### src/rtl/core/assert_macros.svh
// Assertion helpers used by the RTL.
`ifndef ASSERT_MACROS_SVH
`define ASSERT_MACROS_SVH

// expr must hold at every clock edge outside reset
`define PMED_ASSERT(label, clk, rst, expr) \
  label: assert property (@(posedge clk) disable iff (rst) (expr)) \
    else $error("assertion failed");

// cons must hold in the cycle after ante
`define PMED_ASSERT_NEXT(label, clk, rst, ante, cons) \
  label: assert property (@(posedge clk) disable iff (rst) (ante) |=> (cons)) \
    else $error("assertion failed");

`endif

### src/rtl/core/pmed_pkg.sv
`default_nettype none
package pmed_pkg;

  localparam int MaxNodes     = 32;
  localparam int MaxMaskBytes = 8;
  localparam int IdW          = 32;
  localparam int MaskW        = 64;
  localparam int WidthW       = 4;
  localparam int NodeIdxW     = $clog2(MaxNodes);
  localparam int NodeCntW     = $clog2(MaxNodes + 1);

  typedef struct packed {
    logic [IdW-1:0]   id;
    logic [MaskW-1:0] mask;
  } entry_t;

  typedef struct packed {
    logic shift;
    logic insert;
  } chain_ctrl_t;

  typedef enum logic [1:0] {
    ST_IDLE,
    ST_SCAN,
    ST_DONE
  } state_t;

  // byte enables for the partition's mask width, saturated at MaxMaskBytes
  function automatic logic [MaskW-1:0] width_mask(input logic [WidthW-1:0] w);
    logic [MaskW-1:0] m;
    m = '0;
    for (int b = 0; b < MaxMaskBytes; b++) begin
      if (WidthW'(b) < w) begin
        m[8*b +: 8] = 8'hFF;
      end
    end
    return m;
  endfunction

endpackage
`default_nettype wire

### src/rtl/core/pmed_cell.sv
`default_nettype none
module pmed_cell (
  input  wire logic            clk,
  input  wire logic            shift,
  input  wire pmed_pkg::entry_t d,
  output pmed_pkg::entry_t     q
);

  always_ff @(posedge clk) begin
    if (shift) begin
      q <= d;
    end
  end

endmodule
`default_nettype wire

### src/rtl/core/pmed_ctrl.sv
`default_nettype none
`include "assert_macros.svh"
module pmed_ctrl (
  input  wire logic                          clk,
  input  wire logic                          rst,
  input  wire logic                          in_valid,
  output logic                               in_ready,
  input  wire logic [pmed_pkg::IdW-1:0]      node_id,
  input  wire logic [pmed_pkg::MaskW-1:0]    membership_mask,
  input  wire logic [pmed_pkg::WidthW-1:0]   mask_width,
  input  wire logic                          starts_partition,
  output logic                               out_valid,
  input  wire logic                          out_ready,
  output logic [pmed_pkg::IdW-1:0]           edge_from,
  output logic [pmed_pkg::IdW-1:0]           edge_to,
  output logic                               edge_valid,
  output logic                               overflow,
  output logic                               last_result,
  input  wire pmed_pkg::entry_t              head,
  output pmed_pkg::entry_t                   new_entry,
  output pmed_pkg::chain_ctrl_t              chain
);

  pmed_pkg::state_t                    state, state_next;
  logic [pmed_pkg::NodeIdxW-1:0]       step;
  logic [pmed_pkg::NodeCntW-1:0]       count;
  logic [pmed_pkg::NodeCntW-1:0]       count_eff;
  logic [pmed_pkg::IdW-1:0]            nid;
  logic [pmed_pkg::MaskW-1:0]          nmask;
  logic [pmed_pkg::MaskW-1:0]          wm;
  logic                                clique;
  logic                                ovf;
  logic                                pend_valid;
  logic [pmed_pkg::IdW-1:0]            pend_id;
  logic                                accept;
  logic                                head_in_use;
  logic                                head_hit;
  logic                                out_free;
  logic                                stall;
  logic                                push_mid;
  logic                                push_fin;

  assign accept      = in_valid && in_ready;
  assign count_eff   = starts_partition ? '0 : count;
  assign head_in_use = pmed_pkg::NodeCntW'(step) < count;
  assign out_free    = !out_valid || out_ready;
  assign new_entry   = '{id: nid, mask: nmask};

  always_comb begin
    state_next = state;
    unique case (state)
      pmed_pkg::ST_IDLE: begin
        if (in_valid) begin
          state_next = (count_eff == pmed_pkg::NodeCntW'(pmed_pkg::MaxNodes)) ?
                       pmed_pkg::ST_DONE : pmed_pkg::ST_SCAN;
        end
      end
      pmed_pkg::ST_SCAN: begin
        if (chain.shift && step == pmed_pkg::NodeIdxW'(pmed_pkg::MaxNodes - 1)) begin
          state_next = pmed_pkg::ST_DONE;
        end
      end
      pmed_pkg::ST_DONE: begin
        if (out_free) begin
          state_next = pmed_pkg::ST_IDLE;
        end
      end
      default: state_next = pmed_pkg::ST_IDLE;
    endcase
  end

  always_comb begin
    in_ready     = 1'b0;
    head_hit     = 1'b0;
    stall        = 1'b0;
    chain.shift  = 1'b0;
    chain.insert = 1'b0;
    push_mid     = 1'b0;
    push_fin     = 1'b0;
    unique case (state)
      pmed_pkg::ST_IDLE: begin
        in_ready = 1'b1;
      end
      pmed_pkg::ST_SCAN: begin
        head_hit     = head_in_use && (clique || (|(head.mask & nmask & wm)));
        stall        = head_hit && pend_valid && !out_free;
        chain.shift  = !stall;
        chain.insert = !stall && (pmed_pkg::NodeCntW'(step) == count);
        push_mid     = !stall && head_hit && pend_valid;
      end
      pmed_pkg::ST_DONE: begin
        push_fin = out_free;
      end
      default: begin
        in_ready = 1'b0;
      end
    endcase
  end

  always_ff @(posedge clk) begin
    if (rst) begin
      state      <= pmed_pkg::ST_IDLE;
      count      <= '0;
      step       <= '0;
      pend_valid <= 1'b0;
      ovf        <= 1'b0;
      out_valid  <= 1'b0;
    end else begin
      state <= state_next;
      if (accept) begin
        count      <= count_eff;
        step       <= '0;
        pend_valid <= 1'b0;
        ovf        <= (count_eff == pmed_pkg::NodeCntW'(pmed_pkg::MaxNodes));
      end else begin
        if (chain.shift) begin
          step <= step + 1'b1;
          if (head_hit) begin
            pend_valid <= 1'b1;
          end
        end
        if (push_fin && !ovf) begin
          count <= count + 1'b1;
        end
      end
      if (push_mid || push_fin) begin
        out_valid <= 1'b1;
      end else if (out_ready) begin
        out_valid <= 1'b0;
      end
    end
  end

  always_ff @(posedge clk) begin
    if (accept) begin
      nid    <= node_id;
      nmask  <= membership_mask;
      wm     <= pmed_pkg::width_mask(mask_width);
      clique <= (mask_width == '0);
    end
    if (chain.shift && head_hit) begin
      pend_id <= head.id;
    end
    if (push_mid) begin
      edge_from   <= nid;
      edge_to     <= pend_id;
      edge_valid  <= 1'b1;
      overflow    <= 1'b0;
      last_result <= 1'b0;
    end else if (push_fin) begin
      edge_from   <= nid;
      edge_to     <= (pend_valid && !ovf) ? pend_id : '0;
      edge_valid  <= pend_valid && !ovf;
      overflow    <= ovf;
      last_result <= 1'b1;
    end
  end

  `PMED_ASSERT(a_count_range, clk, rst, count <= pmed_pkg::NodeCntW'(pmed_pkg::MaxNodes))
  `PMED_ASSERT(a_scan_has_room, clk, rst, state != pmed_pkg::ST_SCAN || count < pmed_pkg::NodeCntW'(pmed_pkg::MaxNodes))
  `PMED_ASSERT_NEXT(a_final_marked, clk, rst, push_fin, out_valid && last_result)
  `PMED_ASSERT_NEXT(a_accept_clears_pend, clk, rst, accept, !pend_valid && step == '0)

endmodule
`default_nettype wire

### src/rtl/core/partition_mask_edge_decoder_top.sv
// Partition mask edge decoder.
// Input channel (in_valid/in_ready): one node per transaction with node_id,
// membership_mask, mask_width and starts_partition. Output channel
// (out_valid/out_ready): edge results, last_result set on the final result
// of each input node. The stored nodes sit in a ring of MaxNodes cells that
// rotates one cell per cycle, unless stalled, past a single comparator at its head.
// An input is taken only while the block is idle. A normal node then rotates
// the ring through all MaxNodes cells, then issues its final result; a dropped
// node (store full) goes straight to its final result. A found edge is held
// back one match so last_result can be set: it is registered into the output
// register when the next matching stored node reaches the head and the output
// register is free. While the receiver stalls, a found edge waits in a pending
// register and the ring halts on the next match until the output register
// frees. Reset clears the node count and the control state; cell contents are
// not cleared and are only read below the count.
`default_nettype none
module partition_mask_edge_decoder_top (
  input  wire logic        clk,
  input  wire logic        rst,
  input  wire logic        in_valid,
  output logic             in_ready,
  input  wire logic [31:0] node_id,
  input  wire logic [63:0] membership_mask,
  input  wire logic [3:0]  mask_width,
  input  wire logic        starts_partition,
  output logic             out_valid,
  input  wire logic        out_ready,
  output logic [31:0]      edge_from,
  output logic [31:0]      edge_to,
  output logic             edge_valid,
  output logic             overflow,
  output logic             last_result
);

  pmed_pkg::entry_t      cell_q [pmed_pkg::MaxNodes];
  pmed_pkg::entry_t      cell_d [pmed_pkg::MaxNodes];
  pmed_pkg::entry_t      new_entry;
  pmed_pkg::chain_ctrl_t chain;

  pmed_ctrl u_ctrl (
    .clk              (clk),
    .rst              (rst),
    .in_valid         (in_valid),
    .in_ready         (in_ready),
    .node_id          (node_id),
    .membership_mask  (membership_mask),
    .mask_width       (mask_width),
    .starts_partition (starts_partition),
    .out_valid        (out_valid),
    .out_ready        (out_ready),
    .edge_from        (edge_from),
    .edge_to          (edge_to),
    .edge_valid       (edge_valid),
    .overflow         (overflow),
    .last_result      (last_result),
    .head             (cell_q[0]),
    .new_entry        (new_entry),
    .chain            (chain)
  );

  for (genvar k = 0; k < pmed_pkg::MaxNodes; k++) begin : g_cell
    if (k == pmed_pkg::MaxNodes - 1) begin : g_tail
      assign cell_d[k] = chain.insert ? new_entry : cell_q[0];
    end else begin : g_body
      assign cell_d[k] = cell_q[k+1];
    end
    pmed_cell u_cell (
      .clk   (clk),
      .shift (chain.shift),
      .d     (cell_d[k]),
      .q     (cell_q[k])
    );
  end

endmodule
`default_nettype wire

### config.mk
export PLATFORM = sky130hd
export DESIGN_NAME = partition_mask_edge_decoder_top
export DESIGN_NICKNAME = d
export VERILOG_FILES = /design/src/rtl/core/pmed_pkg.sv /design/src/rtl/core/pmed_cell.sv /design/src/rtl/core/pmed_ctrl.sv /design/src/rtl/core/partition_mask_edge_decoder_top.sv
export VERILOG_INCLUDE_DIRS = /design/src /design/src/rtl/core
export SDC_FILE = /design/constraint.sdc
export NUM_CORES = 2
export LEC_CHECK = 0
export BUFFER_PORTS_ARGS = -buffer_cell sky130_fd_sc_hd__buf_2
export CORE_ASPECT_RATIO = 0.9
export CORE_MARGIN = 5
export CORE_UTILIZATION = 55
export CTS_BUF_LIST = sky130_fd_sc_hd__clkbuf_16
export DETAILED_ROUTE_END_ITERATION = 10
export HOLD_SLACK_MARGIN = 0.02
export MAX_ROUTING_LAYER = met4
export PLACE_DENSITY = 0.71
export SETUP_SLACK_MARGIN = 0.15
export SYNTH_ARGS = -nofsm -noshare
export SYNTH_HDL_FRONTEND = slang
export SYNTH_HIERARCHICAL = 1
export SYNTH_SLANG_ARGS = --single-unit
### constraint.sdc
create_clock -name clk -period 139.3 [get_ports clk]
set_input_delay 13.93 -clock clk [delete_from_list [all_inputs] [get_ports clk]]
set_output_delay 13.93 -clock clk [all_outputs]
set_load 0.05 [all_outputs]
# Word-level counts from Yosys, hierarchy flattened
# Cells that the tools add are included.
[word_totals] reg_bits=3348 input_bits=105
[op_classes] n_reduce_logical=27 muxes=29 eq_ne=8 add_sub_neg=2 bitwise=2 order_cmp=9
[ops] op="$mux 32" count=5
[ops] op="$and 64x64->64" count=2
[ops] op="$mux 96" count=1
[ops] op="$mux 8" count=8
[ops] op="$reduce_or 64->1" count=1
[ops] op="$mux 6" count=3
[ops] op="$lt 3x4->1 const A" count=4
[ops] op="$logic_and 1x1->1" count=11
[ops] op="$mux 2" count=5
[ops] op="$lt 1x4->1 const A" count=2
[ops] op="$lt 2x4->1 const A" count=2
[ops] op="$add 6x1->6 const B" count=1
[ops] op="$eq 5x6->1" count=1
[ops] op="$eq 6x6->1 const B" count=1
[ops] op="$lt 5x6->1" count=1
[ops] op="$mux 1" count=6
[ops] op="$pmux 2 s3" count=1
[ops] op="$reduce_bool 2->1" count=3
[ops] op="$add 5x1->5 const B" count=1
[ops] op="$eq 5x5->1 const B" count=1
[ops] op="$logic_not 1->1" count=4
[ops] op="$logic_not 4->1" count=1
[ops] op="$ne 2x1->1 const B" count=2
[ops] op="$logic_or 1x1->1" count=3
[ops] op="other kinds (7)" count=7

# Logic depth before layout (Yosys ltp)
[depth] depth_word=13 depth_mapped=11 ltp_nobuf=8

# Modules after synthesis
# The synthesis kept the hierarchy.
[by_module_without_submodules] mod="pmed_cell" cells_each=96 area_each_um2=2882.8 instances=32 seq_area_each_um2=2882.8
[by_module_without_submodules] mod="pmed_ctrl" cells_each=424 area_each_um2=7722.4 instances=1 seq_area_each_um2=6416.2
[by_module_without_submodules] mod="partition_mask_edge_decoder_top" cells_each=107 area_each_um2=1362.6 instances=1 seq_area_each_um2=0.0

# Worst setup path before layout
# No wires, ideal clock.
[synth_path] path_kind="input port to flip-flop" from="input port out_ready" to="register g_cell[0].u_cell/q[0] (netlist bit), enable pin" path_buffers=0 arrival_ns=141.266 required_ns=132.673 path_stages=4 path_slack_ns=-8.593 path_cell_list="nand2b_1 -> a2111oi_0 -> o31a_1 -> nor2_1"
[synth_rtl] item="start: declaration" line_no="partition_mask_edge_decoder_top.sv:27" source="input wire logic out_ready,"
[synth_rtl] item="end signal: assignment" line_no="pmed_cell.sv:11" source="q <= d;"
[synth_rtl] item="end: declaration" line_no="pmed_cell.sv:6" source="output pmed_pkg::entry_t q"

==> flow_metrics.py <==
metrics = {
    "worst_setup_path": {
        "timing.critical_path.from_type": "input pin",
        "crit_chain": "buf_2 > nand2b_1 > a2111oi_0 > o31a_1 > nor2_4 > buf_4 > buf_12 > buf_12 > buf_4 > buf_4 > buf_4 > buf_4",
        "worstSetupEndpointType": "flip-flop",
        "max_stage_delay_ns": 0.86,
        "crit_path_frequent_cell": "sky130_fd_sc_hd__buf_4",
        "crit_required_ns": 139.80,
        "slowest_stage": "sky130_fd_sc_hd__buf_4",
        "criticalPathCategory": "input pin to flip-flop",
        "worst-path-max-fanout": 206,
        "regToRegSetupSlack_ns": 130.03,
        "worstPathArrival_ns": 21.30,
    },
    "sta": {
        "hold_violations": 0,
        "setup_slack_ns": 118.51,
        "slew_viols_final": 0,
        "final_cycle_utilization_of_the_critical_path_pct": 14.9,
        "hold_slack_ns": 0.374,
        "final_setup_violation_count": 0,
        "setup_total_negative_slack_ns": 0,
        "max_freq_ghz": 0.0481,
        "worstMarginPinSlew_ns": 1.15,
        "slew_headroom_pct": 23.6,
        "rsz0062_at_grt": "no",
        "finClkSkew_ns": 0.0542,
        "final_period_minus_worst_setup_slack_ns": 20.79,
    },
    "place": {
        "post-place-cells": 6210,
        "final_weighted_congestion_of_routability_driven_global_placement": 0.740,
        "dpl.hpwl_um": 63500,
        "post-place-ws_ns": 117.47,
        "placed_cell_area_um2": 105000,
        "io_buffers": 173,
    },
    "clock_network": {
        "cts_repair_resize_count": 0,
        "cts_hold_buffers": 0,
        "clock_sink_count": 3292,
        "cts_htree_levels": 5,
        "cts.root.buffer_cell": "sky130_fd_sc_hd__clkbuf_16",
        "cts.path.max_buffers": 4,
        "cts_buffers": 317,
        "post-cts-setup-buffers": 0,
        "cts.reportedPaths.clkPinSlew_ns": 0.06,
        "clk_latency_ns": 0.90,
        "tritoncts": "built",
    },
    "global_route": {
        "grt.overflow.total": 0,
        "antenna_violations_before_repair": 9,
        "grt_use_total_pct": 13.9,
        "first_global_vias": 33719,
        "grt_first_pass_wirelength_um": 201000,
        "grt_max_degree": 229,
    },
    "layout": {
        "final_design_area_no_fill_um2": 115000,
        "layout-drive-gt1-share_pct": 17.1,
        "post_layout_nets": 4226,
        "fin_cells": 6747,
        "final.fill_count": 11579,
        "finalCoreUtilization_pct": 62.8,
        "register_area_um2": 98700,
        "multi_input_area_um2": 2500,
        "area_growth_pct": 13.7,
    },
    "floorplanning": {
        "dieArea_um2": 193000,
        "floorplan.die.height_um": 417,
        "top_level_ports": 174,
        "design.core.area_um2": 183000,
        "fp-row-count": 149,
        "starting_density_of_the_core_pct": 55.3,
        "die_w_um": 462,
    },
    "routing": {
        "drt_drc_violations_left": 0,
        "detail-route-antenna-nets": 0,
        "detailedRoute.firstPassIterationCount": 6,
        "route.final.wire_length_um": 130000,
        "detail_route.vias_per_cell": 5.08,
        "routed-via-count": 34260,
        "wire_per_inst_um": 19.3,
        "initialDrtViolationCount": 3263,
    },
    "outcome": {
        "status": "completed",
    },
    "power_and_ir_drop": {
        "power_density_nw_per_um2": 17.6,
        "p_leak_nw": 37.7,
        "power_total_mw": 2.03,
        "irDropWorstVdd_uv": 12.7,
    },
    "yosys": {
        "yosys_register_bits": 3292,
        "synth_fp_nets": 3716,
        "netlist.area_leader.share_pct": 97.0,
        "post_synthesis_cell_count": 3603,
        "synth_largest_area_cell": "sky130_fd_sc_hd__edfxtp_1",
        "post_synth.cell_area_avg_um2": 28.1,
        "share_of_flip_flops_with_an_asynchronous_set_or_reset_after_synthesis_pct": 0,
        "yosys-top-cells-area": "sky130_fd_sc_hd__edfxtp_1, sky130_fd_sc_hd__mux2_2, sky130_fd_sc_hd__mux2_4",
        "synth-main-ff-cell": "sky130_fd_sc_hd__edfxtp_1",
        "ys_seq_area_share_pct": 97.4,
        "synth.yosys.warnings": 6,
        "synth_cell_types": 45,
        "number_of_flops_mapped_to_enable_cells_by_yosys": 3273,
        "netlist_area_before_placement_um2": 101000,
    },
    "run": {
        "maxCapViolCount": 0,
    },
    "worst_hold_path": {
        "worstHoldPathType": "flip-flop to flip-flop",
    },
}
[Yosys cell counts (2+ instances only)]
library cell	number
sky130_fd_sc_hd__a41oi_1	4
sky130_fd_sc_hd__nor2b_1	35
sky130_fd_sc_hd__mux2_4	40
sky130_fd_sc_hd__buf_1	2
sky130_fd_sc_hd__inv_1	15
sky130_fd_sc_hd__nor4_1	2
sky130_fd_sc_hd__mux2i_1	2
sky130_fd_sc_hd__buf_12	4
sky130_fd_sc_hd__nand2b_1	6
sky130_fd_sc_hd__ha_1	8
sky130_fd_sc_hd__or4_1	4
sky130_fd_sc_hd__edfxtp_1	3273
sky130_fd_sc_hd__nand2_1	10
sky130_fd_sc_hd__clkbuf_1	3
sky130_fd_sc_hd__o21ai_0	4
sky130_fd_sc_hd__o31a_1	2
sky130_fd_sc_hd__buf_2	8
sky130_fd_sc_hd__a21oi_1	18
sky130_fd_sc_hd__nand4_1	5
sky130_fd_sc_hd__nand3_1	8
sky130_fd_sc_hd__a31oi_1	2
sky130_fd_sc_hd__a21o_1	6
sky130_fd_sc_hd__dfxtp_1	19
sky130_fd_sc_hd__nor2_1	11
sky130_fd_sc_hd__a22oi_1	31
sky130_fd_sc_hd__a22oi_2	2
sky130_fd_sc_hd__or2_2	3
sky130_fd_sc_hd__mux2_2	56
sky130_fd_sc_hd__nor3b_1	2
sky130_fd_sc_hd__o31ai_1	3
[area by class of cell]
type,instances,area share (%)
antenna,2,0.00435
clock inverter,209,1.34
multi-input combinational,277,2.17
sequential,3292,85.7
tap,2416,2.62
timing repair buffer,210,1.06
inverter,15,0.0489
clock buffer,326,7.08
[placed cells by master (no fill, tap or decap), types with 5 or more instances in the layout]
cell	count
sky130_fd_sc_hd__clkinv_1	61
sky130_fd_sc_hd__mux2_4	40
sky130_fd_sc_hd__clkbuf_16	326
sky130_fd_sc_hd__buf_4	31
sky130_fd_sc_hd__ha_1	8
sky130_fd_sc_hd__mux2_2	56
sky130_fd_sc_hd__buf_12	6
sky130_fd_sc_hd__nand4_1	5
sky130_fd_sc_hd__buf_2	173
sky130_fd_sc_hd__nand2b_1	6
sky130_fd_sc_hd__dfxtp_1	19
sky130_fd_sc_hd__a21oi_1	17
sky130_fd_sc_hd__nand3_1	8
sky130_fd_sc_hd__nand2_1	9
sky130_fd_sc_hd__nor2_1	10
sky130_fd_sc_hd__inv_1	66
sky130_fd_sc_hd__inv_6	6
sky130_fd_sc_hd__clkinv_2	49
sky130_fd_sc_hd__clkinv_4	5
sky130_fd_sc_hd__nor2b_1	35
sky130_fd_sc_hd__edfxtp_1	3273
sky130_fd_sc_hd__a22oi_1	31
sky130_fd_sc_hd__clkinvlp_4	13
sky130_fd_sc_hd__a21o_1	6
sky130_fd_sc_hd__bufinv_16	22
[cell families (layout without fill, tap and decap cells)]
family / after synthesis / after routing / synth area share (%)
compound gates: 79 / 79 / 0.564
mux: 98 / 98 / 1.23
simple gates: 92 / 92 / 0.517
fa+ha+maj: 8 / 8 / 0.0988
other cells: 0 / 2 / 0
flops: 3292 / 3292 / 97.4
buf+inv: 34 / 760 / 0.219
[where the power goes]
group | leakage (nW) | internal [mW] | total [mW] | switching (mW)
logic | 1.85 | 0.00701 | 0.0393 | 0.0323
clock network | 4.95 | 0.463 | 0.802 | 0.339
registers | 30.8 | 1.17 | 1.19 | 0.0195
[flip-flops by register name, indices dropped and copies added, names as in the netlist, 6 cells and up]
register / cells
g_cell.u_cell/q: 3072
u_ctrl/nmask: 64
u_ctrl/edge_to: 32
u_ctrl/nid: 32
u_ctrl/wm: 8
u_ctrl/pend_id: 32
u_ctrl/count: 6
u_ctrl/edge_from: 32
[path summary, 6_finish.rpt]
check / from / cells after the start / to
max: out_ready / 12 / g_cell[27].u_cell/q[30]$_DFFE_PP_
min: g_cell[25].u_cell/q[67]$_DFFE_PP_ / 0 / g_cell[24].u_cell/q[67]$_DFFE_PP_
max reg2reg: u_ctrl/nmask[60]$_DFFE_PP_ / 12 / g_cell[27].u_cell/q[30]$_DFFE_PP_
min reg2reg: g_cell[25].u_cell/q[67]$_DFFE_PP_ / 0 / g_cell[24].u_cell/q[67]$_DFFE_PP_
[worst max-delay path, delay by kind of cell]
| family | cells | cell delay [ns] |
|---|---|---|
| buf+inv | 8 | 5.56 |
| simple gates | 2 | 0.89 |
| compound gates | 2 | 0.39 |
[routing by layer]
metal	share of wire, %	track usage (%)	wire length [um]	vias up
li1	-	-	-	15699
met1	49	21.5	63700	17566
met2	43	18.7	56600	669
met3	4.6	3.12	6020	326
met4	3.0	4.69	3870	0
met5	0	-	0	-
Power figures use the tool's default switching activity.
